## config.mk

```make
export PLATFORM = sky130hd
export DESIGN_NAME = holding_track_reorder_top
export DESIGN_NICKNAME = d
export VERILOG_FILES = /design/src/design/htr_pkg.sv /design/src/design/holding_track_reorder_top.sv /design/src/design/htr_ctrl.sv /design/src/design/htr_dp.sv
export SDC_FILE = /design/constraint.sdc
export NUM_CORES = 1
export LEC_CHECK = 0
export ABC_CLOCK_PERIOD_IN_PS = 11100
export BUFFER_PORTS_ARGS = -buffer_cell sky130_fd_sc_hd__buf_2
export CELL_PAD_IN_SITES_DETAIL_PLACEMENT = 1
export CELL_PAD_IN_SITES_GLOBAL_PLACEMENT = 2
export CORE_AREA = 10 10 204 206
export DETAILED_ROUTE_END_ITERATION = 8
export DIE_AREA = 0 0 214 216
export PLACE_DENSITY = 0.84
export SLEW_MARGIN = 20
export SYNTH_ARGS = -nofsm -noshare
export SYNTH_HDL_FRONTEND = slang
export SYNTH_HIERARCHICAL = 1
export SYNTH_SLANG_ARGS = --single-unit
```

## constraint.sdc

```tcl
create_clock -name clk -period 11.1 [get_ports clk]
set_clock_uncertainty 0.2 [all_clocks]
set_input_delay 3.33 -clock clk [delete_from_list [all_inputs] [get_ports clk]]
set_output_delay 3.33 -clock clk [all_outputs]
set_load 0.05 [all_outputs]
```

## src/design/htr_pkg.sv

```systemverilog
package htr_pkg;

  // Default sizes, handed to the top level parameters
  localparam int NUM_TRACKS_DEF  = 4;
  localparam int TRACK_DEPTH_DEF = 8;
  localparam int CAR_BITS_DEF    = 8;

  // Move counter width and its saturation value
  localparam int              MOVE_BITS = 16;
  localparam logic [MOVE_BITS-1:0] MOVE_MAX  = '1;

  // Event codes on the result channel
  typedef enum logic [1:0] {
    EV_PLACE   = 2'd0,
    EV_DIRECT  = 2'd1,
    EV_RELEASE = 2'd2,
    EV_REJECT  = 2'd3
  } event_t;

  // Sequencer states
  typedef enum logic [1:0] {
    ST_IDLE,
    ST_DECIDE,
    ST_SCAN,
    ST_FETCH
  } ctrl_state_t;

  // Commands from the controller to the datapath
  typedef struct packed {
    logic load;    // capture the incoming car
    logic decide;  // direct departure, placement or reject
    logic scan;    // send pending result, pop a matching track top
    logic fetch;   // refill the popped track's top from the store
  } ctrl_cmd_t;

  // Status from the datapath to the controller
  typedef struct packed {
    logic direct;     // held car is the expected number
    logic rel_found;  // a track top equals the expected number
  } dp_sts_t;

endpackage

```

## src/design/holding_track_reorder_top.sv

```systemverilog
// Channel  | Ports                                        | Handshake
// ---------+----------------------------------------------+----------------------------
// input    | in_car                                       | start & !busy takes a beat
// result   | out_event_res, out_car_out, out_track,       | out_valid for one cycle,
//          | out_tracks_used, out_moves, out_next_number, | no back-pressure
//          | out_last                                     |
//
// A placed or rejected car passes through the decide state, and the block is then idle.
// A direct departure goes on to scan, and each car released from a track adds a fetch:
// the fetch waits for the track store read that refills the track top.
// Direct and release results wait in a pending register; each is shown for exactly one cycle.
// Synchronous active-low reset empties all tracks and sets the expected car to one;
// no clearing pass is needed. The receiver cannot stall the block.
module holding_track_reorder_top #(
  parameter int NUM_TRACKS  = htr_pkg::NUM_TRACKS_DEF,
  parameter int TRACK_DEPTH = htr_pkg::TRACK_DEPTH_DEF,
  parameter int CAR_BITS    = htr_pkg::CAR_BITS_DEF,
  localparam int TW = (NUM_TRACKS > 1) ? $clog2(NUM_TRACKS) : 1,
  localparam int OW = $clog2(NUM_TRACKS + 1)
) (
  input  logic                          clk,
  input  logic                          rst_n,
  input  logic                          start,
  output logic                          busy,
  input  logic [CAR_BITS-1:0]           in_car,
  output logic                          out_valid,
  output logic [1:0]                    out_event_res,
  output logic [CAR_BITS-1:0]           out_car_out,
  output logic [TW-1:0]                 out_track,
  output logic [OW-1:0]                 out_tracks_used,
  output logic [htr_pkg::MOVE_BITS-1:0] out_moves,
  output logic [CAR_BITS:0]             out_next_number,
  output logic                          out_last
);
  import htr_pkg::*;

  ctrl_cmd_t cmd;
  dp_sts_t   sts;

  // Sequencer
  htr_ctrl u_ctrl (
    .clk   (clk),
    .rst_n (rst_n),
    .start (start),
    .busy  (busy),
    .sts   (sts),
    .cmd   (cmd)
  );

  // Tracks, counters and result register
  htr_dp #(
    .NUM_TRACKS  (NUM_TRACKS),
    .TRACK_DEPTH (TRACK_DEPTH),
    .CAR_BITS    (CAR_BITS)
  ) u_dp (
    .clk             (clk),
    .rst_n           (rst_n),
    .cmd             (cmd),
    .sts             (sts),
    .in_car          (in_car),
    .out_valid       (out_valid),
    .out_event_res   (out_event_res),
    .out_car_out     (out_car_out),
    .out_track       (out_track),
    .out_tracks_used (out_tracks_used),
    .out_moves       (out_moves),
    .out_next_number (out_next_number),
    .out_last        (out_last)
  );

endmodule

```

## src/design/htr_ctrl.sv

```systemverilog
module htr_ctrl (
  input  logic               clk,
  input  logic               rst_n,
  input  logic               start,
  output logic               busy,
  input  htr_pkg::dp_sts_t   sts,
  output htr_pkg::ctrl_cmd_t cmd
);
  import htr_pkg::*;

  ctrl_state_t state_r, state_nxt;

  // State register
  always_ff @(posedge clk) begin
    if (!rst_n) begin
      state_r <= ST_IDLE;
    end else begin
      state_r <= state_nxt;
    end
  end

  // Next state and commands
  always_comb begin
    state_nxt = state_r;
    cmd       = '0;
    busy      = 1'b1;
    case (state_r)
      ST_IDLE: begin
        busy = 1'b0;
        if (start) begin
          cmd.load  = 1'b1;
          state_nxt = ST_DECIDE;
        end
      end
      ST_DECIDE: begin
        cmd.decide = 1'b1;
        state_nxt  = sts.direct ? ST_SCAN : ST_IDLE;
      end
      ST_SCAN: begin
        cmd.scan  = 1'b1;
        state_nxt = sts.rel_found ? ST_FETCH : ST_IDLE;
      end
      ST_FETCH: begin
        cmd.fetch = 1'b1;
        state_nxt = ST_SCAN;
      end
      default: begin
        state_nxt = ST_IDLE;
      end
    endcase
  end

endmodule

```

## src/design/htr_dp.sv

```systemverilog
module htr_dp #(
  parameter int NUM_TRACKS  = htr_pkg::NUM_TRACKS_DEF,
  parameter int TRACK_DEPTH = htr_pkg::TRACK_DEPTH_DEF,
  parameter int CAR_BITS    = htr_pkg::CAR_BITS_DEF,
  localparam int TW = (NUM_TRACKS > 1) ? $clog2(NUM_TRACKS) : 1,
  localparam int OW = $clog2(NUM_TRACKS + 1)
) (
  input  logic                         clk,
  input  logic                         rst_n,
  input  htr_pkg::ctrl_cmd_t           cmd,
  output htr_pkg::dp_sts_t             sts,
  input  logic [CAR_BITS-1:0]          in_car,
  output logic                         out_valid,
  output logic [1:0]                   out_event_res,
  output logic [CAR_BITS-1:0]          out_car_out,
  output logic [TW-1:0]                out_track,
  output logic [OW-1:0]                out_tracks_used,
  output logic [htr_pkg::MOVE_BITS-1:0] out_moves,
  output logic [CAR_BITS:0]            out_next_number,
  output logic                         out_last
);
  import htr_pkg::*;

  localparam int EW    = CAR_BITS + 1;
  localparam int HW    = $clog2(TRACK_DEPTH + 1);
  localparam int DW    = (TRACK_DEPTH > 1) ? $clog2(TRACK_DEPTH) : 1;
  localparam int SLOTS = NUM_TRACKS * TRACK_DEPTH;
  localparam int AW    = (SLOTS > 1) ? $clog2(SLOTS) : 1;

  // Held car, cached track tops, fill counts
  logic [CAR_BITS-1:0]  car_r;
  logic [CAR_BITS-1:0]  top_r    [NUM_TRACKS];
  logic [HW-1:0]        height_r [NUM_TRACKS];
  logic [EW-1:0]        expected_r, expected_nxt;
  logic [OW-1:0]        opened_r, opened_nxt;
  logic [MOVE_BITS-1:0] moves_r, moves_nxt;

  // Result waiting for its last flag
  event_t               pend_ev_r;
  logic [CAR_BITS-1:0]  pend_car_r;
  logic [TW-1:0]        pend_trk_r;

  // Top refill after a pop
  logic [TW-1:0]        rel_trk_r;
  logic                 rel_more_r;
  logic [CAR_BITS-1:0]  rd_data_r;
  logic [CAR_BITS-1:0]  mem [SLOTS];

  // Output register
  logic                 out_valid_r;
  event_t               out_ev_r;
  logic [CAR_BITS-1:0]  out_car_r;
  logic [TW-1:0]        out_trk_r;
  logic [OW-1:0]        out_used_r;
  logic [MOVE_BITS-1:0] out_moves_r;
  logic [EW-1:0]        out_next_r;
  logic                 out_last_r;

  // Search results
  logic          direct;
  logic          gt_found, emp_found, rel_found;
  logic [TW-1:0] gt_idx, emp_idx, rel_idx;
  logic          place_found, reject;
  logic [TW-1:0] place_idx;
  logic [HW-1:0] place_h, rel_h, rel_h_left, rd_h;
  logic [AW-1:0] wr_addr, rd_addr;

  // Per-track compares, lowest index wins
  always_comb begin
    gt_found  = 1'b0;
    gt_idx    = '0;
    emp_found = 1'b0;
    emp_idx   = '0;
    rel_found = 1'b0;
    rel_idx   = '0;
    for (int i = 0; i < NUM_TRACKS; i++) begin
      if (!gt_found && height_r[i] != '0 && car_r < top_r[i]) begin
        gt_found = 1'b1;
        gt_idx   = TW'(i);
      end
      if (!emp_found && height_r[i] == '0) begin
        emp_found = 1'b1;
        emp_idx   = TW'(i);
      end
      if (!rel_found && height_r[i] != '0 && {1'b0, top_r[i]} == expected_r) begin
        rel_found = 1'b1;
        rel_idx   = TW'(i);
      end
    end
  end

  // Placement choice and counter updates
  always_comb begin
    direct       = ({1'b0, car_r} == expected_r);
    place_found  = gt_found | emp_found;
    place_idx    = gt_found ? gt_idx : emp_idx;
    place_h      = height_r[place_idx];
    reject       = !place_found || (place_h == HW'(TRACK_DEPTH));
    rel_h        = height_r[rel_idx];
    rel_h_left   = rel_h - HW'(1);
    rd_h         = rel_h - HW'(2);
    wr_addr      = AW'(AW'(place_idx) * AW'(TRACK_DEPTH)) + AW'(place_h[DW-1:0]);
    rd_addr      = AW'(AW'(rel_idx) * AW'(TRACK_DEPTH)) + AW'(rd_h[DW-1:0]);
    expected_nxt = expected_r + EW'(1);
    moves_nxt    = (moves_r == MOVE_MAX) ? moves_r : moves_r + MOVE_BITS'(1);
    opened_nxt   = ((OW'(place_idx) + OW'(1)) > opened_r) ? OW'(place_idx) + OW'(1)
                                                          : opened_r;
  end

  assign sts.direct    = direct;
  assign sts.rel_found = rel_found;

  // Control state: fill counts, counters, strobe
  always_ff @(posedge clk) begin
    if (!rst_n) begin
      for (int i = 0; i < NUM_TRACKS; i++) begin
        height_r[i] <= '0;
      end
      expected_r  <= EW'(1);
      opened_r    <= '0;
      moves_r     <= '0;
      out_valid_r <= 1'b0;
    end else begin
      out_valid_r <= (cmd.decide && !direct) || cmd.scan;
      if (cmd.decide) begin
        if (direct) begin
          expected_r <= expected_nxt;
          moves_r    <= moves_nxt;
        end else if (!reject) begin
          height_r[place_idx] <= place_h + HW'(1);
          opened_r            <= opened_nxt;
          moves_r             <= moves_nxt;
        end
      end
      if (cmd.scan && rel_found) begin
        height_r[rel_idx] <= rel_h_left;
        expected_r        <= expected_nxt;
        moves_r           <= moves_nxt;
      end
    end
  end

  // Payload registers
  always_ff @(posedge clk) begin
    if (cmd.load) begin
      car_r <= in_car;
    end
    if (cmd.decide) begin
      if (direct) begin
        pend_ev_r  <= EV_DIRECT;
        pend_car_r <= car_r;
        pend_trk_r <= '0;
      end else begin
        out_ev_r    <= reject ? EV_REJECT : EV_PLACE;
        out_car_r   <= car_r;
        out_trk_r   <= reject ? '0 : place_idx;
        out_used_r  <= reject ? opened_r : opened_nxt;
        out_moves_r <= reject ? moves_r : moves_nxt;
        out_next_r  <= expected_r;
        out_last_r  <= 1'b1;
        if (!reject) begin
          top_r[place_idx] <= car_r;
        end
      end
    end
    if (cmd.scan) begin
      // counters already reflect the pending beat
      out_ev_r    <= pend_ev_r;
      out_car_r   <= pend_car_r;
      out_trk_r   <= pend_trk_r;
      out_used_r  <= opened_r;
      out_moves_r <= moves_r;
      out_next_r  <= expected_r;
      out_last_r  <= !rel_found;
      if (rel_found) begin
        pend_ev_r  <= EV_RELEASE;
        pend_car_r <= expected_r[CAR_BITS-1:0];
        pend_trk_r <= rel_idx;
        rel_trk_r  <= rel_idx;
        rel_more_r <= (rel_h_left != '0);
      end
    end
    if (cmd.fetch && rel_more_r) begin
      top_r[rel_trk_r] <= rd_data_r;
    end
  end

  // Track store: write on placement, read the slot under a popped top
  always_ff @(posedge clk) begin
    if (cmd.decide && !direct && !reject) begin
      mem[wr_addr] <= car_r;
    end
    if (cmd.scan && rel_found) begin
      rd_data_r <= mem[rd_addr];
    end
  end

  assign out_valid       = out_valid_r;
  assign out_event_res   = out_ev_r;
  assign out_car_out     = out_car_r;
  assign out_track       = out_trk_r;
  assign out_tracks_used = out_used_r;
  assign out_moves       = out_moves_r;
  assign out_next_number = out_next_r;
  assign out_last        = out_last_r;

endmodule
```

==> flow_summary.ini <==
[outcome]
outcome = finished clean

[critical_path]
reg2reg_slack_ns = 4.21
cp_cell_sequence = xor2_1 > or4_1 > or3_1 > a31oi_2 > o22a_1 > and2_2 > buf_4 > inv_2 > ha_1 > inv_1 > nor2_2 > a221oi_1 > nand3b_1 > o41ai_1 > nand3_1
r2r_start = u_dp/expected_r[1]
timing.rr.end = u_dp/rd_data_r[3]
critical_path.slowest_cell = sky130_fd_sc_hd__ha_1
worst-path-max-fanout = 43
arrival_ns = 6.96
critical_path.max_stage_delay_ns = 0.80
crit_buf_inv = 3
worst_path_dominant_cell_family = simple AND/OR/NAND/NOR gates
cp-end-kind = flip-flop
worst_ep_required_time_ns = 11.17
criticalPathCategory = reg2reg
startpoint_type = flip-flop
worstRegToRegCells = 15

[synthesis]
synthCells = 1281
synth.avg_cell_area_um2 = 14.2
async_flop_share_pct = 0
synth_seq_cells = 407
synth-edff-count = 364
synth_seq_area_share_pct = 64.7
synth.distinct_cells = 67
synthesis.yosys.warnings = 6
syn-num-nets = 1337
syn-cell-area_um2 = 18200
ys_dominant_reg_cell = sky130_fd_sc_hd__edfxtp_1

[grt]
use_met2_pct = 34.4
grt.overflow.total = 0
first_global_vias = 11900
number_of_antenna_violations_at_the_first_check_in_global_routing = 1
grt_max_degree = 44
globalRouteMet1Util_pct = 29.9
busiest_layer_in_global_routing = met2
grt_first_pass_wirelength_um = 76600
groute.layer.met3.usage_pct = 3.79
groute.usage.overall_pct = 21.4

[timing]
timing.final.setup_violations = 0
max_clock_freq_ghz = 0.145
final-hold-violation-count = 0
slew_violations = 0
min_period_over_period_pct = 62.0
final.setup.tns_ns = 0
timing.slew.headroom_pct = 27.7
hold_slack_ns = 0.257
grt_setup_unrepaired = false
min_period_ns = 6.89
transition_time_of_the_tightest_slew_check_pin_ns = 1.07

[floorplanning]
row_count = 71
fp.dieArea_um2 = 46200
pin_count = 54
die_h_um = 216
initial_core_util_pct = 48.7
dieWidth_um = 214
design.core.area_um2 = 37400

[min_path]
timing.hold.worst.class = reg2reg
whs_endpoint = u_dp/pend_ev_r[1]
min_delay_path_depth = 2
min-delay-start = u_dp/pend_ev_r[1]

[clock_tree]
clock_sinks = 407
postCtsSetupBuffers = 0
cts-resized-gates = 0
cts.htree.levels = 2
clock-root-buffer = sky130_fd_sc_hd__clkbuf_16
post_cts_hold_buffer_count = 0
cts_made_buffers = 43
clk_path_buf_depth = 3
tritoncts = done
clk-insertion-delay-late_ns = 0.56
clkTransAtPathRegs_ns = 0.06

[power_and_ir_drop]
vdd.ir_drop.worst_mv = 0.128
power.leakage_nw = 7.60
power_per_cell_area_nw_per_um2 = 173

[route]
drt_pre_antenna_iters = 6
antenna_viol_nets_final = 0
total_routed_length_um = 50200
via_count = 11400
drc = 0
drtIter0Drc = 1078
vias_per_cell = 6.05
wl_per_cell_um = 26.6

[final_layout]
nFillCells = 3611
antenna_cells_inserted = 0
synthToLayoutAreaGrowth_pct = 11.9
nNetsFinal = 1398
final_layout_size_suffix_gt1_share_pct = 16.4
postLayoutCoreUtil_pct = 54.5

[placed_design]
total_half_perimeter_wirelength_after_legalization_and_detailed_placement_um = 33300
portBuffers = 53
routabilityCongestion = 0.890

[flow_run]
max-cap-violations = 0
## final cells by class
| type | instances | area [um^2] | area share (%) |
|---|---|---|---|
| Sequential cell | 407 | 11800 | 57.8 |
| Tap cell | 511 | 639 | 3.14 |
| Multi-Input combinational cell | 764 | 5980 | 29.3 |
| Clock buffer | 57 | 1160 | 5.69 |
| Inverter | 54 | 203 | 0.994 |
| Clock inverter | 20 | 213 | 1.04 |
| Timing Repair Buffer | 72 | 408 | 2.00 |
## routing by layer
layer | part of all wire, % | vias to the layer above
li1 | - | 5051
met1 | 45 | 5898
met2 | 47 | 391
met3 | 6.7 | 67
met4 | 1.5 | 0
met5 | 0 | -
## metrics by stage
stage	instance area [um^2]	power [mW]	instances	setup WS (ns)
after CTS	20400	3.54	1885	4.30
after global placement	19000	2.13	1808	4.45
after global routing	20400	3.65	1885	3.91
after detailed placement	19000	2.14	1808	4.31
after floorplan	18200	2.00	1281	5.99
final	20400	3.52	1885	4.21
## worst register-to-register path: cells and delay by family, from the launching register on
kind / cells / cell delay (ns)
compound gates: 4 / 1.27
xor+xnor: 1 / 0.14
buf+inv: 3 / 1.13
simple gates: 6 / 2.39
fa+ha+maj: 1 / 0.81
flops: 1 / 0.68
## how the worst max path moves through the flow
stage | end | cells past startpoint | from
6_report | u_dp/rd_data_r[3] | 15 | u_dp/expected_r[1]
5_1_grt | u_dp/rd_data_r[3] | 15 | u_dp/expected_r[3]
4_1_cts | u_dp/rd_data_r[3] | 15 | u_dp/expected_r[0]
3_5_place_dp | u_dp/rd_data_r[3] | 15 | u_dp/expected_r[0]
3_3_place_gp | u_dp/rd_data_r[3] | 15 | u_dp/expected_r[0]
2_1_floorplan | u_dp/mem[11][0] | 16 | u_dp/car_r[7]
## layout by cell type, fill, tap and decap left out, types with 4 or more instances in the layout
master	instances
sky130_fd_sc_hd__a22oi_1	11
sky130_fd_sc_hd__nand4_1	16
sky130_fd_sc_hd__o21ai_0	24
sky130_fd_sc_hd__o22ai_1	11
sky130_fd_sc_hd__nand3_1	36
sky130_fd_sc_hd__buf_4	19
sky130_fd_sc_hd__buf_2	53
sky130_fd_sc_hd__nand2b_1	11
sky130_fd_sc_hd__a311oi_1	5
sky130_fd_sc_hd__bufinv_16	4
sky130_fd_sc_hd__a221oi_1	25
sky130_fd_sc_hd__clkbuf_1	12
sky130_fd_sc_hd__nor2_1	37
sky130_fd_sc_hd__and3_1	48
sky130_fd_sc_hd__and2_1	10
sky130_fd_sc_hd__mux2_2	51
sky130_fd_sc_hd__a21oi_1	35
sky130_fd_sc_hd__inv_1	50
sky130_fd_sc_hd__mux4_2	24
sky130_fd_sc_hd__o21ai_1	4
sky130_fd_sc_hd__clkbuf_16	44
sky130_fd_sc_hd__clkinv_1	9
sky130_fd_sc_hd__clkinv_2	5
sky130_fd_sc_hd__nor2b_1	5
sky130_fd_sc_hd__xnor2_1	29
sky130_fd_sc_hd__mux2i_1	88
sky130_fd_sc_hd__ha_1	45
sky130_fd_sc_hd__nand2_1	104
sky130_fd_sc_hd__dfxtp_1	43
sky130_fd_sc_hd__a31oi_1	11
sky130_fd_sc_hd__and4_1	6
sky130_fd_sc_hd__edfxtp_1	364
sky130_fd_sc_hd__nand3b_1	5
sky130_fd_sc_hd__xor2_1	33
sky130_fd_sc_hd__a211oi_1	6
sky130_fd_sc_hd__a21o_1	4
sky130_fd_sc_hd__nor3_1	10
sky130_fd_sc_hd__o41ai_1	6
sky130_fd_sc_hd__nor4_1	11
## power by group
| part | total, mW | switching (mW) | internal [mW] |
|---|---|---|---|
| sequential | 1.72 | 0.0154 | 1.71 |
| combinational | 0.386 | 0.269 | 0.118 |
| clock | 1.42 | 0.587 | 0.830 |
## registers in the layout, summed over array words and instances, names as in the netlist
register,cells
u_dp/pend_car_r,8
u_dp/height_r,16
u_ctrl/state_r,2
u_dp/out_event_res,2
u_dp/rd_data_r,8
u_dp/pend_trk_r,2
u_dp/out_valid,1
u_dp/mem,256
u_dp/moves_r,16
u_dp/out_tracks_used,3
u_dp/opened_r,3
u_dp/rel_more_r,1
u_dp/top_r,32
u_dp/out_car_out,8
u_dp/expected_r,9
u_dp/out_next_number,9
u_dp/pend_ev_r,2
u_dp/car_r,8
u_dp/rel_trk_r,2
u_dp/out_track,2
u_dp/out_moves,16
u_dp/out_last,1
## synthesized netlist by cell type, types with 14 or more instances
master                       n  area share, %
sky130_fd_sc_hd__edfxtp_1  364             60
sky130_fd_sc_hd__nand4_1    16           0.55
sky130_fd_sc_hd__mux2_2     51            3.2
sky130_fd_sc_hd__clkbuf_1   29           0.60
sky130_fd_sc_hd__nand3_1    36           0.99
sky130_fd_sc_hd__inv_1      50            1.0
sky130_fd_sc_hd__mux2i_1    88            4.8
sky130_fd_sc_hd__xnor2_1    29            1.4
sky130_fd_sc_hd__a221oi_1   25            1.2
sky130_fd_sc_hd__nand2_1   104            2.1
sky130_fd_sc_hd__dfxtp_1    43            4.7
sky130_fd_sc_hd__buf_2      14           0.38
sky130_fd_sc_hd__mux4_2     24            3.0
sky130_fd_sc_hd__a21oi_1    35           0.96
sky130_fd_sc_hd__ha_1       45            3.1
sky130_fd_sc_hd__nor2_1     38           0.78
sky130_fd_sc_hd__xor2_1     33            1.6
sky130_fd_sc_hd__and3_1     48            1.6
sky130_fd_sc_hd__o21ai_0    24           0.66
## logic make-up (layout without fill, tap and decap cells)
family          Yosys count  after routing  synth area share [%]
buf+inv                 110            203                  2.61
fa+ha+maj                45             45                  3.09
simple gates            316            316                  8.77
flops                   407            407                  64.7
mux                     163            163                  11.0
compound gates          178            178                  6.86
xor+xnor                 62             62                  2.98
No activity file was read; power rests on OpenSTA's default activity.
